[src/alubs_pkg.sv]
// Shared types and constants for the ALU with barrel shifter and flags.
`default_nettype none

package alubs_pkg;

  localparam int unsigned DATA_W  = 32;
  localparam int unsigned OP_W    = 4;
  localparam int unsigned AMT_W   = 8;
  localparam int unsigned FLAGS_W = 4;

  // Flag bit positions within an NZCV nibble
  localparam int unsigned FLAG_N = 3;
  localparam int unsigned FLAG_Z = 2;
  localparam int unsigned FLAG_C = 1;
  localparam int unsigned FLAG_V = 0;

  typedef enum logic [OP_W-1:0] {
    OP_AND = 4'd0,
    OP_EOR = 4'd1,
    OP_SUB = 4'd2,
    OP_RSB = 4'd3,
    OP_ADD = 4'd4,
    OP_ADC = 4'd5,
    OP_SBC = 4'd6,
    OP_RSC = 4'd7,
    OP_TST = 4'd8,
    OP_TEQ = 4'd9,
    OP_CMP = 4'd10,
    OP_CMN = 4'd11,
    OP_ORR = 4'd12,
    OP_MOV = 4'd13,
    OP_BIC = 4'd14,
    OP_MVN = 4'd15
  } alu_op_t;

  typedef enum logic [1:0] {
    SF_ROT_IMM = 2'd0,
    SF_IMM_SH  = 2'd1,
    SF_REG_SH  = 2'd2
  } shift_form_t;

  typedef enum logic [1:0] {
    SH_LSL = 2'd0,
    SH_LSR = 2'd1,
    SH_ASR = 2'd2,
    SH_ROR = 2'd3
  } shift_type_t;

  typedef struct packed {
    logic [DATA_W-1:0] op2;
    logic              carry;
  } shift_res_t;

endpackage

`default_nettype wire

[src/alubs_shifter.sv]
// Barrel shifter: forms the second operand and the shifter carry.
`default_nettype none

module alubs_shifter (
  input  wire logic [alubs_pkg::DATA_W-1:0] operand_b,
  input  wire logic [1:0]                   shift_form,
  input  wire logic [1:0]                   shift_type,
  input  wire logic [alubs_pkg::AMT_W-1:0]  shift_amount,
  input  wire logic                         carry_in,
  output alubs_pkg::shift_res_t             res
);
  import alubs_pkg::*;

  localparam logic [AMT_W-1:0] AMT_FULL = AMT_W'(DATA_W);

  logic [DATA_W-1:0]   imm8;
  logic [4:0]          imm_rot;
  logic [2*DATA_W-1:0] imm_wide;
  logic [DATA_W-1:0]   imm_val;
  logic [AMT_W-1:0]    eff_amt;
  logic [DATA_W:0]     lsl_w;
  logic [DATA_W:0]     lsr_w;
  logic [DATA_W:0]     asr_w;
  logic [2*DATA_W-1:0] ror_wide;
  logic [DATA_W-1:0]   ror_val;
  logic                sign;

  assign imm8     = {{(DATA_W-8){1'b0}}, operand_b[7:0]};
  assign imm_rot  = {shift_amount[3:0], 1'b0};
  assign imm_wide = {imm8, imm8} >> imm_rot;
  assign imm_val  = imm_wide[DATA_W-1:0];

  // Immediate LSR/ASR by zero encode a shift by the full width
  always_comb begin
    if (shift_form_t'(shift_form) == SF_IMM_SH) begin
      if (shift_amount[4:0] == 5'd0 &&
          (shift_type_t'(shift_type) == SH_LSR || shift_type_t'(shift_type) == SH_ASR)) begin
        eff_amt = AMT_FULL;
      end else begin
        eff_amt = {3'b000, shift_amount[4:0]};
      end
    end else begin
      eff_amt = shift_amount;
    end
  end

  // Extra bit below/above the word catches the last bit shifted out
  assign sign     = operand_b[DATA_W-1];
  assign lsl_w    = {1'b0, operand_b} << eff_amt[5:0];
  assign lsr_w    = {operand_b, 1'b0} >> eff_amt[5:0];
  assign asr_w    = (DATA_W+1)'($signed({operand_b, 1'b0}) >>> eff_amt[4:0]);
  assign ror_wide = {operand_b, operand_b} >> eff_amt[4:0];
  assign ror_val  = ror_wide[DATA_W-1:0];

  always_comb begin
    res.op2   = operand_b;
    res.carry = carry_in;
    if (shift_form_t'(shift_form) == SF_ROT_IMM) begin
      res.op2 = imm_val;
      if (imm_rot != 5'd0) begin
        res.carry = imm_val[DATA_W-1];
      end
    end else if (eff_amt != '0) begin
      case (shift_type_t'(shift_type))
        SH_LSL: begin
          if (eff_amt > AMT_FULL) begin
            res.op2   = '0;
            res.carry = 1'b0;
          end else begin
            res.op2   = lsl_w[DATA_W-1:0];
            res.carry = lsl_w[DATA_W];
          end
        end
        SH_LSR: begin
          if (eff_amt > AMT_FULL) begin
            res.op2   = '0;
            res.carry = 1'b0;
          end else begin
            res.op2   = lsr_w[DATA_W:1];
            res.carry = lsr_w[0];
          end
        end
        SH_ASR: begin
          if (eff_amt >= AMT_FULL) begin
            res.op2   = {DATA_W{sign}};
            res.carry = sign;
          end else begin
            res.op2   = asr_w[DATA_W:1];
            res.carry = asr_w[0];
          end
        end
        default: begin
          res.op2   = ror_val;
          res.carry = ror_val[DATA_W-1];
        end
      endcase
    end else if (shift_form_t'(shift_form) == SF_IMM_SH &&
                 shift_type_t'(shift_type) == SH_ROR) begin
      // RRX: one-bit rotate through carry
      res.op2   = {carry_in, operand_b[DATA_W-1:1]};
      res.carry = operand_b[0];
    end
  end

endmodule

`default_nettype wire

[src/alubs_alu.sv]
// 16-operation ALU with NZCV flag generation.
`default_nettype none

module alubs_alu (
  input  wire logic [alubs_pkg::OP_W-1:0]    action,
  input  wire logic [alubs_pkg::DATA_W-1:0]  operand_a,
  input  wire alubs_pkg::shift_res_t         shifted,
  input  wire logic                          set_flags,
  input  wire logic [alubs_pkg::FLAGS_W-1:0] flags_in,
  output logic [alubs_pkg::DATA_W-1:0]       result,
  output logic                               write_result,
  output logic [alubs_pkg::FLAGS_W-1:0]      flags_out
);
  import alubs_pkg::*;

  logic [DATA_W-1:0] add_x;
  logic [DATA_W-1:0] add_y;
  logic              add_ci;
  logic [DATA_W:0]   sum;
  logic              ovf;
  logic [DATA_W-1:0] res;
  logic              logical;
  logic              c_in;
  logic [DATA_W-1:0] op2;

  assign c_in = flags_in[FLAG_C];
  assign op2  = shifted.op2;

  always_comb begin
    add_x  = operand_a;
    add_y  = op2;
    add_ci = 1'b0;
    case (alu_op_t'(action))
      OP_SUB, OP_CMP: begin
        add_y  = ~op2;
        add_ci = 1'b1;
      end
      OP_RSB: begin
        add_x  = op2;
        add_y  = ~operand_a;
        add_ci = 1'b1;
      end
      OP_ADC: add_ci = c_in;
      OP_SBC: begin
        add_y  = ~op2;
        add_ci = c_in;
      end
      OP_RSC: begin
        add_x  = op2;
        add_y  = ~operand_a;
        add_ci = c_in;
      end
      default: ;
    endcase
  end

  assign sum = {1'b0, add_x} + {1'b0, add_y} + {{DATA_W{1'b0}}, add_ci};
  assign ovf = ~(add_x[DATA_W-1] ^ add_y[DATA_W-1]) & (add_x[DATA_W-1] ^ sum[DATA_W-1]);

  always_comb begin
    logical = 1'b1;
    case (alu_op_t'(action))
      OP_AND, OP_TST: res = operand_a & op2;
      OP_EOR, OP_TEQ: res = operand_a ^ op2;
      OP_ORR:         res = operand_a | op2;
      OP_MOV:         res = op2;
      OP_BIC:         res = operand_a & ~op2;
      OP_MVN:         res = ~op2;
      default: begin
        res     = sum[DATA_W-1:0];
        logical = 1'b0;
      end
    endcase
  end

  always_comb begin
    write_result = !(action inside {OP_TST, OP_TEQ, OP_CMP, OP_CMN});
    result       = write_result ? res : '0;
    flags_out    = flags_in;
    if (set_flags) begin
      flags_out[FLAG_N] = res[DATA_W-1];
      flags_out[FLAG_Z] = (res == '0);
      if (logical) begin
        flags_out[FLAG_C] = shifted.carry;
      end else begin
        flags_out[FLAG_C] = sum[DATA_W];
        flags_out[FLAG_V] = ovf;
      end
    end
  end

endmodule

`default_nettype wire

[src/alu_with_barrel_shifter_and_flags.sv]
// Data-processing unit: one item per clock through an input register, the barrel
// shifter and ALU, and a result register. out_valid rises once the item has moved from
// the input register into the result register; a new item is taken every cycle while
// the output side keeps up, and the one pass through the shifter and the 32-bit adder
// sets the clock period. in_ready follows out_ready combinationally when both register
// stages hold items.
`default_nettype none

module alu_with_barrel_shifter_and_flags (
  input  wire logic                            clk,
  input  wire logic                            rst_n,
  input  wire logic                            in_valid,
  output logic                                 in_ready,
  input  wire logic [alubs_pkg::OP_W-1:0]      in_action,
  input  wire logic [alubs_pkg::DATA_W-1:0]    in_operand_a,
  input  wire logic [alubs_pkg::DATA_W-1:0]    in_operand_b,
  input  wire logic [1:0]                      in_shift_form,
  input  wire logic [1:0]                      in_shift_type,
  input  wire logic [alubs_pkg::AMT_W-1:0]     in_shift_amount,
  input  wire logic                            in_set_flags,
  input  wire logic [alubs_pkg::FLAGS_W-1:0]   in_flags_in,
  output logic                                 out_valid,
  input  wire logic                            out_ready,
  output logic [alubs_pkg::DATA_W-1:0]         out_result,
  output logic                                 out_write_result,
  output logic [alubs_pkg::FLAGS_W-1:0]        out_flags_out
);
  import alubs_pkg::*;

  // Input register stage
  logic                s1_valid_r;
  logic [OP_W-1:0]     s1_action_r;
  logic [DATA_W-1:0]   s1_a_r;
  logic [DATA_W-1:0]   s1_b_r;
  logic [1:0]          s1_form_r;
  logic [1:0]          s1_type_r;
  logic [AMT_W-1:0]    s1_amt_r;
  logic                s1_set_r;
  logic [FLAGS_W-1:0]  s1_flags_r;

  // Result register stage
  logic                out_valid_r;
  logic [DATA_W-1:0]   out_result_r;
  logic                out_write_r;
  logic [FLAGS_W-1:0]  out_flags_r;

  logic                s1_adv;
  logic                in_take;
  shift_res_t          shifted;
  logic [DATA_W-1:0]   alu_result;
  logic                alu_write;
  logic [FLAGS_W-1:0]  alu_flags;

  assign s1_adv   = !out_valid_r || out_ready;
  assign in_ready = !s1_valid_r || s1_adv;
  assign in_take  = in_valid && in_ready;

  always_ff @(posedge clk) begin
    if (!rst_n) begin
      s1_valid_r <= 1'b0;
    end else if (in_ready) begin
      s1_valid_r <= in_valid;
    end
  end

  always_ff @(posedge clk) begin
    if (in_take) begin
      s1_action_r <= in_action;
      s1_a_r      <= in_operand_a;
      s1_b_r      <= in_operand_b;
      s1_form_r   <= in_shift_form;
      s1_type_r   <= in_shift_type;
      s1_amt_r    <= in_shift_amount;
      s1_set_r    <= in_set_flags;
      s1_flags_r  <= in_flags_in;
    end
  end

  alubs_shifter u_shifter (
    .operand_b    (s1_b_r),
    .shift_form   (s1_form_r),
    .shift_type   (s1_type_r),
    .shift_amount (s1_amt_r),
    .carry_in     (s1_flags_r[FLAG_C]),
    .res          (shifted)
  );

  alubs_alu u_alu (
    .action       (s1_action_r),
    .operand_a    (s1_a_r),
    .shifted      (shifted),
    .set_flags    (s1_set_r),
    .flags_in     (s1_flags_r),
    .result       (alu_result),
    .write_result (alu_write),
    .flags_out    (alu_flags)
  );

  always_ff @(posedge clk) begin
    if (!rst_n) begin
      out_valid_r <= 1'b0;
    end else if (s1_adv) begin
      out_valid_r <= s1_valid_r;
    end
  end

  always_ff @(posedge clk) begin
    if (s1_adv && s1_valid_r) begin
      out_result_r <= alu_result;
      out_write_r  <= alu_write;
      out_flags_r  <= alu_flags;
    end
  end

  assign out_valid        = out_valid_r;
  assign out_result       = out_result_r;
  assign out_write_result = out_write_r;
  assign out_flags_out    = out_flags_r;

endmodule

`default_nettype wire
[config.mk]
export PLATFORM = sky130hd
export DESIGN_NAME = alu_with_barrel_shifter_and_flags
export DESIGN_NICKNAME = d
export VERILOG_FILES = /design/src/alubs_pkg.sv /design/src/alubs_shifter.sv /design/src/alubs_alu.sv /design/src/alu_with_barrel_shifter_and_flags.sv
export SDC_FILE = /design/constraint.sdc
export NUM_CORES = 1
export LEC_CHECK = 0
export ABC_AREA = 0
export BUFFER_PORTS_ARGS = -buffer_cell sky130_fd_sc_hd__clkbuf_2
export CORE_ASPECT_RATIO = 1.75
export CORE_MARGIN = 2
export CORE_UTILIZATION = 60
export CTS_CLUSTER_SIZE = 24
export DETAILED_ROUTE_END_ITERATION = 6
export PLACE_DENSITY = 0.84
export SLEW_MARGIN = 20
export SYNTH_ARGS = -nofsm -noshare
export SYNTH_HDL_FRONTEND = slang
export SYNTH_SLANG_ARGS = --single-unit
[constraint.sdc]
create_clock -name clk -period 13.2 [get_ports clk]
set_input_delay 0.66 -clock clk [delete_from_list [all_inputs] [get_ports clk]]
set_output_delay 0.66 -clock clk [all_outputs]
set_load 0.005 [all_outputs]
==> results.rst, run 1 <==
.. list-table::
   :header-rows: 1

   * - Metric
     - Value
   * - Setup repair bufs after CTS
     - 0
   * - Number of enable flip-flop cells after synthesis
     - ~120
   * - Cts bufs inserted
     - 17
   * - Post-synthesis instance total
     - 1923
   * - GRT overflow
     - 3
   * - Share of Yosys cell area claimed by the top area cell type
     - 21.78%
   * - Clock sink count
     - 124
   * - Die W
     - between 100 and 150 µm
   * - Count of distinct cell types in the synthesized netlist
     - between 100 and 150
   * - Net count after synthesis
     - 2082
   * - Register area share after synthesis
     - 22.02%
   * - Starting Density
     - 60.57%
   * - Global-route wire length before repair
     - around 130000 µm
   * - Stop err
     - [ERROR GRT-0116] Global routing finished with congestion. Check the congestion regions in the DRC Viewer.
   * - Most common cell in the synthesized netlist
     - sky130_fd_sc_hd__o21ai_0
   * - Max Root-Sink Buffers
     - 2
   * - Post-synthesis area per instance
     - 8.747 µm²
   * - Last weighted congestion value of the routability-driven placer
     - 1.161
   * - Result of the run
     - stopped before the end
   * - CTS root buffer
     - sky130_fd_sc_hd__clkbuf_16
   * - Share of flip-flops with an asynchronous set or reset after synthesis
     - 0%
   * - Top-Level Pins
     - 128
   * - Number of gates resized after cts
     - 0
   * - Global router's overall resource usage
     - 59.11%
   * - Pin count of the biggest net entering global routing
     - 128
   * - Most used standard cells in the synthesized netlist
     - sky130_fd_sc_hd__o21ai_0 (169), sky130_fd_sc_hd__mux2i_1 (160), sky130_fd_sc_hd__nand2_1 (155)
   * - Last stage reached
     - 5_1_grt
   * - Vias in the first global route
     - 19160
   * - Row count
     - 81
   * - Die H
     - 225.5 µm
   * - Worst slack at placement
     - 5071 ps
   * - Cell area after synthesis
     - 16820 µm²
   * - Primary FF master, synth
     - sky130_fd_sc_hd__edfxtp_1
   * - Register bit total from synthesis
     - 124
   * - Synth warnings
     - 0
   * - Post-detail-place hpwl
     - around 58000 µm
   * - Synth area leader
     - sky130_fd_sc_hd__edfxtp_1
   * - IO Port Bufs
     - between 100 and 150
   * - Biggest area contributors in the synthesized netlist
     - sky130_fd_sc_hd__edfxtp_1 (22%), sky130_fd_sc_hd__mux4_2 (11%), sky130_fd_sc_hd__mux2i_1 (9.5%)
   * - Count of hold-fix buffers inserted at cts
     - 0
   * - Number of levels in the clock H-tree
     - 4
-- metal layers --
layer / overflow / GRT usage [%]
met1: 0 / 62.11
met2: 3 / 83.13
met3: 0 / 28.25
met4: 0 / 58.54
met5: 0 / 3.743
-- kinds of logic after synthesis --
logic type,Yosys count,share of synthesized area (%)
AOI/OAI and AO/OA,649,26.20
xor gates and xnor gates,18,0.9373
adders and majority gates,70,5.296
buffers and inverters,248,6.591
DFF,124,22.02
muxes,296,24.05
and+or+nand+nor,518,14.91
-- through the flow --
| stage | instance area [µm²] | util (%) | instances |
|---|---|---|---|
| 4_1_cts | 17950 | 64.66 | 2309 |
| 3_5_place_dp | 17390 | 62.64 | 2277 |
| 3_3_place_gp | 17390 | 62.64 | 2277 |
| 2_1_floorplan | 16820 | - | 1923 |
==> run 2, diff against run 1 <==
Settings changed: CORE_ASPECT_RATIO 1.75 to not set, CORE_UTILIZATION 60 to 40, CTS_CLUSTER_SIZE 24 to not set, PLACE_DENSITY 0.84 to not set, PLACE_DENSITY_LB_ADDON set to 0.15.
==> results.rst, run 2 <==
.. list-table::
   :header-rows: 1

   * - Metric
     - Value
   * - Result of the run
     - finished clean
   * - Final number of setup-violating endpoints
     - 0
   * - Count of TritonRoute iterations in the first routing pass
     - 6
   * - Area after DPL
     - 17620 µm²
   * - Total instance count after detailed placement
     - 2444
   * - Classification of the worst-slack hold path
     - in2reg
   * - Count of hold-fix buffers inserted at cts
     - 0
   * - Min-delay src
     - in_shift_amount[2]
   * - Total Power
     - 0.001803 W
   * - Number of diodes
     - 0
   * - Core Region
     - 41760 µm²
   * - Net count after synthesis
     - 2082
   * - Primary FF master, synth
     - sky130_fd_sc_hd__edfxtp_1
   * - Worst skew pair latency
     - 480 ps
   * - Worst hold path depth
     - 1
   * - Fraction of layout instances using a drive strength above 1
     - 20.08%
   * - Post-Route Setup TNS
     - 0 ps
   * - Clock sink count
     - roughly 120
   * - Die Footprint
     - ~44000 µm²
   * - Post-synthesis to final-layout area growth
     - 8.413%
   * - Share of Yosys cell area claimed by the top area cell type
     - 21.78%
   * - Crit path launch type
     - flop
   * - Synth area leader
     - sky130_fd_sc_hd__edfxtp_1
   * - Cell count of the worst reg-to-reg path
     - 23
   * - GR Layer Usage met3
     - 11.59%
   * - Setup repair bufs after CTS
     - 0
   * - Global-route wire length before repair
     - 111700 µm
   * - Source of the worst register-to-register timing path
     - s1_amt_r[0]
   * - Most common cell in the synthesized netlist
     - sky130_fd_sc_hd__o21ai_0
   * - Worst clock skew on the final layout
     - 11.43 ps
   * - Count of maximum capacitance violations
     - 0
   * - Post-synthesis instance total
     - 1923
   * - CP Cell Sequence
     - buf_4 -> buf_4 -> inv_1 -> mux2_2 -> a32o_1 -> nor4_2 -> a2111oi_4 -> nor2_1 -> mux2i_1 -> o21ai_0 -> ha_1 -> o21ai_0 -> o21bai_1 -> o211ai_1 -> o41ai_1 -> o21a_1 -> nor3_1 -> a2111oi_0 -> nand4_1 -> nor4_1 -> and4b_1 -> nand2_1 -> o22ai_2
   * - IO Port Bufs
     - 127
   * - Fillers
     - 4143
   * - Simple-gate area share of the yosys netlist
     - 14.91%
   * - Critical Path RT
     - 13520 ps
   * - CTS tree
     - built
   * - Last weighted congestion value of the routability-driven placer
     - 1.064
   * - DRC violations left
     - 0
   * - Mux cell area share after synthesis
     - about a quarter
   * - Final wirelength
     - 76050 µm
   * - Most used standard cells in the synthesized netlist
     - sky130_fd_sc_hd__o21ai_0 (169), sky130_fd_sc_hd__mux2i_1 (160), sky130_fd_sc_hd__nand2_1 (155)
   * - Number of enable flip-flop cells after synthesis
     - around 120
   * - P_leak
     - 7.202 nW
   * - Peak per-stage delay on the critical path
     - 840 ps
   * - Worst-Margin Slew
     - 1156 ps
   * - Pin count of the biggest net entering global routing
     - around 130
   * - Cts bufs inserted
     - 17
   * - Final #Nets
     - 2084
   * - FF-to-FF setup slack
     - approximately 4700 ps
   * - Met1 layer usage reported by global route
     - 48.43%
   * - GRT overflow
     - 0
   * - Row count
     - 75
   * - Crit path max-delay cell type
     - sky130_fd_sc_hd__buf_4
   * - Synth warnings
     - 0
   * - CP max FO
     - 73
   * - R2r endpoint
     - out_flags_out[2]
   * - Post-detail-place hpwl
     - 54340 µm
   * - Final Hold Violating Endpoints
     - 0
   * - Setup repair after global routing missed its margin
     - no
   * - Number of antenna violations at the first check in global routing
     - 0
   * - Relative slew slack
     - between 20% and 30%
   * - Most common cell after layout, fill and taps aside
     - sky130_fd_sc_hd__o21ai_0
   * - Die W
     - 209.1 µm
   * - Number of levels in the clock H-tree
     - 4
   * - Max Root-Sink Buffers
     - 2
   * - Path type of the worst setup path
     - reg2reg
   * - Adder-cell area share of the yosys netlist
     - 5.296%
   * - Data arrival at the endpoint of the critical path
     - roughly 9000 ps
   * - Commonest cells after routing, fill and taps aside
     - sky130_fd_sc_hd__o21ai_0 (168), sky130_fd_sc_hd__mux2i_1 (160), sky130_fd_sc_hd__nand2_1 (155), sky130_fd_sc_hd__a21oi_1 (133), sky130_fd_sc_hd__nor2_1 (131)
   * - Total via count in the routed design
     - between 15000 and 20000
   * - Share of flip-flops with an asynchronous set or reset after synthesis
     - 0%
   * - Post-synthesis area per instance
     - 8.747 µm²
   * - Cell area after synthesis
     - 16820 µm²
   * - Destination of the worst hold path
     - s1_amt_r[2]
   * - Most Used Layer, Global Route
     - met1
   * - Final Slew Violations
     - 0
   * - Clock-pin slew reported for the worst setup and hold paths after clock tree synthesis
     - 60 ps
   * - Register area share after synthesis
     - 22.02%
   * - Detailed-route wire length per cell
     - 30.71 µm
   * - Maximum vdd drop
     - 0.0001026 V
   * - Largest family of logic cells by synthesized area
     - compound AO/OA/AOI/OAI gates
   * - Final std cells w/o fill
     - 2476
   * - Count of distinct cell types in the synthesized netlist
     - between 100 and 150
   * - Number of gates resized after cts
     - 0
   * - Starting Density
     - 40.28%
   * - Top-Level Pins
     - 128
   * - Die H
     - approximately 210 µm
   * - Post-synthesis share of cell area spent on xor and xnor gates
     - 0.9373%
   * - Crit path time final
     - approximately 8500 ps
   * - Register bit total from synthesis
     - around 120
   * - CP Capture Type
     - flop
   * - Power density over cell area
     - 98.86 nW/µm²
   * - Final cell area excluding filler cells
     - 18240 µm²
   * - Period utilisation layout
     - 64.07%
   * - Final antenna-violating net count
     - 0
   * - CTS root buffer
     - sky130_fd_sc_hd__clkbuf_16
   * - Ratio of routed vias to standard cells
     - 7.086
   * - Fraction of met2 tracks used by global routing
     - around 48%
   * - Maximum clock frequency
     - 118.2 MHz
   * - Compound-gate portion of the synthesized area
     - 26.20%
   * - Global router's overall resource usage
     - 34.53%
   * - Biggest area contributors in the synthesized netlist
     - sky130_fd_sc_hd__edfxtp_1 (22%), sky130_fd_sc_hd__mux4_2 (11%), sky130_fd_sc_hd__mux2i_1 (9.5%)
   * - Vias in the first global route
     - 16380
   * - DRT iter0 DRCs
     - between 2000 and 2500
-- run 2: cell counts after synthesis --
Identical to the previous run, type by type.
-- run 2: kinds of logic after synthesis --
| logic type | after synthesis |
|---|---|
| mux | 296 |
| compound gates | 649 |
| buf+inv | 248 |
| flops | 124 |
| simple gates | 518 |
| xor+xnor | 18 |
| fa+ha+maj | 70 |
-- run 2: how the worst max path moves through the flow --
stage | endpoint | startpoint | slack (ps) | depth (start not counted)
after floorplan | out_flags_out[2] | s1_amt_r[1] | 7390 | 26
after global placement | out_flags_out[2] | s1_amt_r[0] | 5300 | 23
after detailed placement | out_flags_out[2] | s1_amt_r[0] | 5200 | 23
after CTS | out_flags_out[2] | s1_amt_r[0] | 5160 | 23
after global routing | out_flags_out[2] | s1_amt_r[0] | 4520 | 23
final | out_flags_out[2] | s1_amt_r[0] | 4740 | 23
-- run 2: critical path: cells and delay by family, from the launching register on --
family	cells	cell delay [ps]
AO/OA/AOI/OAI	10	3020
adder cells (fa/ha/maj)	1	380
buffers and inverters	3	1810
flip-flops	1	320
multiplexers	2	630
AND/OR/NAND/NOR	7	2100
-- run 2: power breakdown --
group	internal [W]	switching, W	leakage [nW]
clock network	0.000294	0.000186	0.285
registers	0.000471	0.0000467	1.20
logic	0.000308	0.000497	5.72
-- run 2: cell type report --
type                            instances  area, µm²  share of cell area, %
Clock buffer                           17      425.4                  2.333
Clock inverter                         14      170.2                 0.9332
Inverter                               62      232.7                  1.276
Multi-Input combinational cell       1551      12050                  66.08
Sequential cell                       124       3704                  20.31
Tap cell                              539      674.4                  3.698
Timing Repair Buffer                  169      979.7                  5.373
-- run 2: metrics by stage --
| stage | setup slack [ps] | utilization (%) | hold WS (ps) |
|---|---|---|---|
| after floorplan | 7393 | - | 476.8 |
| after detailed placement | 5196 | 42.18 | 517.3 |
| final | 4742 | 43.67 | 353.3 |
| after global placement | 5296 | 42.18 | 501.9 |
| after global routing | 4515 | 43.67 | 332.0 |
| after CTS | 5159 | 43.61 | 305.8 |
-- run 2: routing by layer --
metal	part of all wire, %	routed length (µm)	up-vias
met4	3.8	2882	0
met1	42	31970	8566
met2	41	31040	1285
met3	13	10160	195
li1	-	-	7498
met5	0	0	-
Note: power is estimated with default switching activity, not from simulation.
==> run 3, diff against run 2 <==
Settings changed: ABC_AREA 0 to 1.
Clock period 13.2 ns to 7.4 ns, I/O delays scaled along.
==> results.rst, run 3 <==
.. list-table::
   :header-rows: 1

   * - Metric
     - Value
   * - Most common cell after layout, fill and taps aside
     - sky130_fd_sc_hd__nand2_1
   * - FF-to-FF setup slack
     - 1040 ps
   * - Number of gates resized after cts
     - 0
   * - Most used cell along the critical path
     - sky130_fd_sc_hd__nand2_1
   * - R2r endpoint
     - out_flags_out[2]
   * - Die Footprint
     - 41370 µm²
   * - Share of flip-flops with an asynchronous set or reset after synthesis
     - 0%
   * - Path type of the worst setup path
     - reg2reg
   * - Setup repair bufs after CTS
     - 0
   * - Share of Yosys cell area claimed by the top area cell type
     - 23.04%
   * - Logic depth of the worst path, buffers included
     - 32
   * - CTS root buffer
     - sky130_fd_sc_hd__clkbuf_16
   * - Crit path time final
     - between 6000 and 7000 ps
   * - Worst clock skew on the final layout
     - 27.07 ps
   * - Crit path max-delay cell type
     - sky130_fd_sc_hd__inv_2
   * - Clock sink count
     - ~120
   * - Worst skew pair latency
     - 480 ps
   * - Last weighted congestion value of the routability-driven placer
     - 1.064
   * - Final #Nets
     - 2828
   * - Die H
     - 203.4 µm
   * - Worst slack at placement
     - 1258 ps
   * - Fraction of met2 tracks used by global routing
     - 46.49%
   * - Top-Level Pins
     - 128
   * - Dominant delay contributor by cell family on the critical path
     - simple AND/OR/NAND/NOR gates
   * - Global router's overall resource usage
     - 34.54%
   * - Setup repair after global routing missed its margin
     - no
   * - Clock-pin slew reported for the worst setup and hold paths after clock tree synthesis
     - approximately 60 ps
   * - Commonest cells after routing, fill and taps aside
     - sky130_fd_sc_hd__nand2_1 (865), sky130_fd_sc_hd__nand3_1 (452), sky130_fd_sc_hd__o21ai_0 (222), sky130_fd_sc_hd__inv_1 (189), sky130_fd_sc_hd__nor2_1 (149)
   * - Relative slew slack
     - 36.76%
   * - Global-route wire length before repair
     - 107300 µm
   * - Result of the run
     - finished clean
   * - Area after DPL
     - 16760 µm²
   * - Termination of the worst setup path
     - out_flags_out[2]
   * - GR Layer Usage met3
     - about 9%
   * - Number of levels in the clock H-tree
     - 4
   * - Synth area leader
     - sky130_fd_sc_hd__edfxtp_1
   * - CP max FO
     - 32
   * - Classification of the worst-slack hold path
     - in2reg
   * - Crit path launch type
     - flop
   * - Total via count in the routed design
     - 19280
   * - Maximum clock frequency
     - ~160 MHz
   * - Critical Path RT
     - 7730 ps
   * - Register bit total from synthesis
     - 124
   * - Die W
     - between 200 and 250 µm
   * - Count of TritonRoute iterations in the first routing pass
     - 6
   * - Most common cell in the synthesized netlist
     - sky130_fd_sc_hd__nand2_1
   * - Count of hold-fix buffers inserted at cts
     - 0
   * - Fillers
     - between 4000 and 5000
   * - Detailed-route wire length per cell
     - around 22 µm
   * - Row count
     - 73
   * - Final Slew Violations
     - 0
   * - Pin count of the biggest net entering global routing
     - 87
   * - Final cell area excluding filler cells
     - ~17000 µm²
   * - Post-synthesis area per instance
     - ~6.0 µm²
   * - Max Root-Sink Buffers
     - 2
   * - Peak per-stage delay on the critical path
     - slightly below 600 ps
   * - Final Hold Violating Endpoints
     - 0
   * - Worst-Margin Slew
     - 947.6 ps
   * - Count of distinct cell types in the synthesized netlist
     - 58
   * - Synth warnings
     - 0
   * - Most used standard cells in the synthesized netlist
     - sky130_fd_sc_hd__nand2_1 (865), sky130_fd_sc_hd__nand3_1 (452), sky130_fd_sc_hd__o21ai_0 (222)
   * - Power density over cell area
     - ~180 nW/µm²
   * - Fraction of layout instances using a drive strength above 1
     - 10.92%
   * - Net count after synthesis
     - between 2000 and 3000
   * - Final antenna-violating net count
     - 0
   * - Cell area after synthesis
     - about 16000 µm²
   * - Maximum vdd drop
     - 0.0001793 V
   * - Data arrival at the endpoint of the critical path
     - 6690 ps
   * - Layout Utilization
     - 43.89%
   * - Final number of setup-violating endpoints
     - 0
   * - Setup crit start
     - s1_amt_r[0]
   * - Primary FF master, synth
     - sky130_fd_sc_hd__edfxtp_1
   * - Core Region
     - 39460 µm²
   * - Period utilisation layout
     - between 80% and 90%
   * - Number of enable flip-flop cells after synthesis
     - ~120
   * - CP Capture Type
     - flop
   * - GRT overflow
     - 0
   * - Post-synthesis instance total
     - 2630
   * - Starting Density
     - between 40% and 50%
   * - Register area share after synthesis
     - 23.29%
   * - P_leak
     - 8.466 nW
   * - DRC violations left
     - 0
   * - Cts bufs inserted
     - 17
   * - Vias in the first global route
     - about 17000
   * - Source of the worst register-to-register timing path
     - s1_amt_r[0]
   * - Number of diodes
     - 0
   * - Number of antenna violations at the first check in global routing
     - 1
   * - Count of maximum capacitance violations
     - 0
   * - Least setup slack across all paths after layout
     - 1039 ps
   * - Post-synthesis to final-layout area growth
     - 8.898%
   * - DRT iter0 DRCs
     - ~2700
   * - Post-detail-place hpwl
     - 53790 µm
   * - Number of buffer and inverter instances along the worst setup path
     - 7
   * - IO Port Bufs
     - between 100 and 150
   * - Final wirelength
     - between 70000 and 80000 µm
   * - Met1 layer usage reported by global route
     - 51.92%
   * - Ratio of routed vias to standard cells
     - 6.010
   * - Cell count of the worst reg-to-reg path
     - 32
   * - Most Used Layer, Global Route
     - met1
   * - CTS tree
     - built
   * - Post-Route Setup TNS
     - 0 ps
   * - Biggest area contributors in the synthesized netlist
     - sky130_fd_sc_hd__edfxtp_1 (23%), sky130_fd_sc_hd__nand2_1 (20%), sky130_fd_sc_hd__nand3_1 (14%)
run 3: kinds of logic (layout without fill, tap and decap cells):
family	count (synthesis)	after routing	share of synthesized area, %
multiplexers	2	2	0.1259
flip-flops	124	124	23.29
adder cells (fa/ha/maj)	70	70	5.601
XOR/XNOR	14	14	0.7710
AO/OA/AOI/OAI	481	481	16.79
AND/OR/NAND/NOR	1590	1590	43.87
buffers and inverters	349	401	9.559
run 3: worst reg2reg max path: cells and delay by family (launching register included):
kind	cells	cell delay, ps
compound gates	5	1320
simple gates	17	1940
buf+inv	7	1680
flops	1	410
fa+ha+maj	2	740
xor+xnor	1	110
run 3: report_power, final:
| part | internal [W] | leakage [nW] | total, W | switching (W) |
|---|---|---|---|---|
| registers | 0.000841 | 1.20 | 0.000889 | 0.0000479 |
| logic | 0.000439 | 7.00 | 0.00145 | 0.00101 |
| clock network | 0.000488 | 0.269 | 0.000815 | 0.000327 |
| total | 0.00177 | 8.47 | 0.00316 | 0.00139 |
run 3: final cells by class:
cell class	instances	area, µm²	share of cell area, %
clock buffers	19	432.9	2.500
clock inverters	13	123.9	0.7152
inverters	205	777.0	4.486
multi-input cells	2157	10700	61.78
flip-flops and latches	124	3704	21.38
well taps	525	656.9	3.793
repair buffers	164	925.9	5.346
run 3: worst min-delay path by stage:
stage                             from          endpoint  slack (ps)  depth (start not counted)
floorplan                   s1_valid_r         out_valid         450                          2
global placement             out_valid         out_valid         510                          2
detailed placement       s1_flags_r[0]  out_flags_out[0]         520                          2
CTS                   in_operand_b[31]        s1_b_r[31]          40                          1
global route        in_shift_amount[3]       s1_amt_r[3]          50                          1
finish                in_operand_b[31]        s1_b_r[31]          70                          1
run 3: stage by stage:
step           hold WS (ps)  power, W  cells
3_5_place_dp          515.1  0.002300   3175
4_1_cts               37.33  0.003132   3207
5_1_grt               48.76  0.003367   3207
3_3_place_gp          512.8  0.002296   3175
6_report              68.69  0.003158   3207
2_1_floorplan         447.3  0.001859   2630
run 3: metal layers:
metal	share of wire (%)	wire length [µm]
met5	0.014	10
met4	3.4	2450
met3	13	9162
met2	39	27810
met1	45	31970
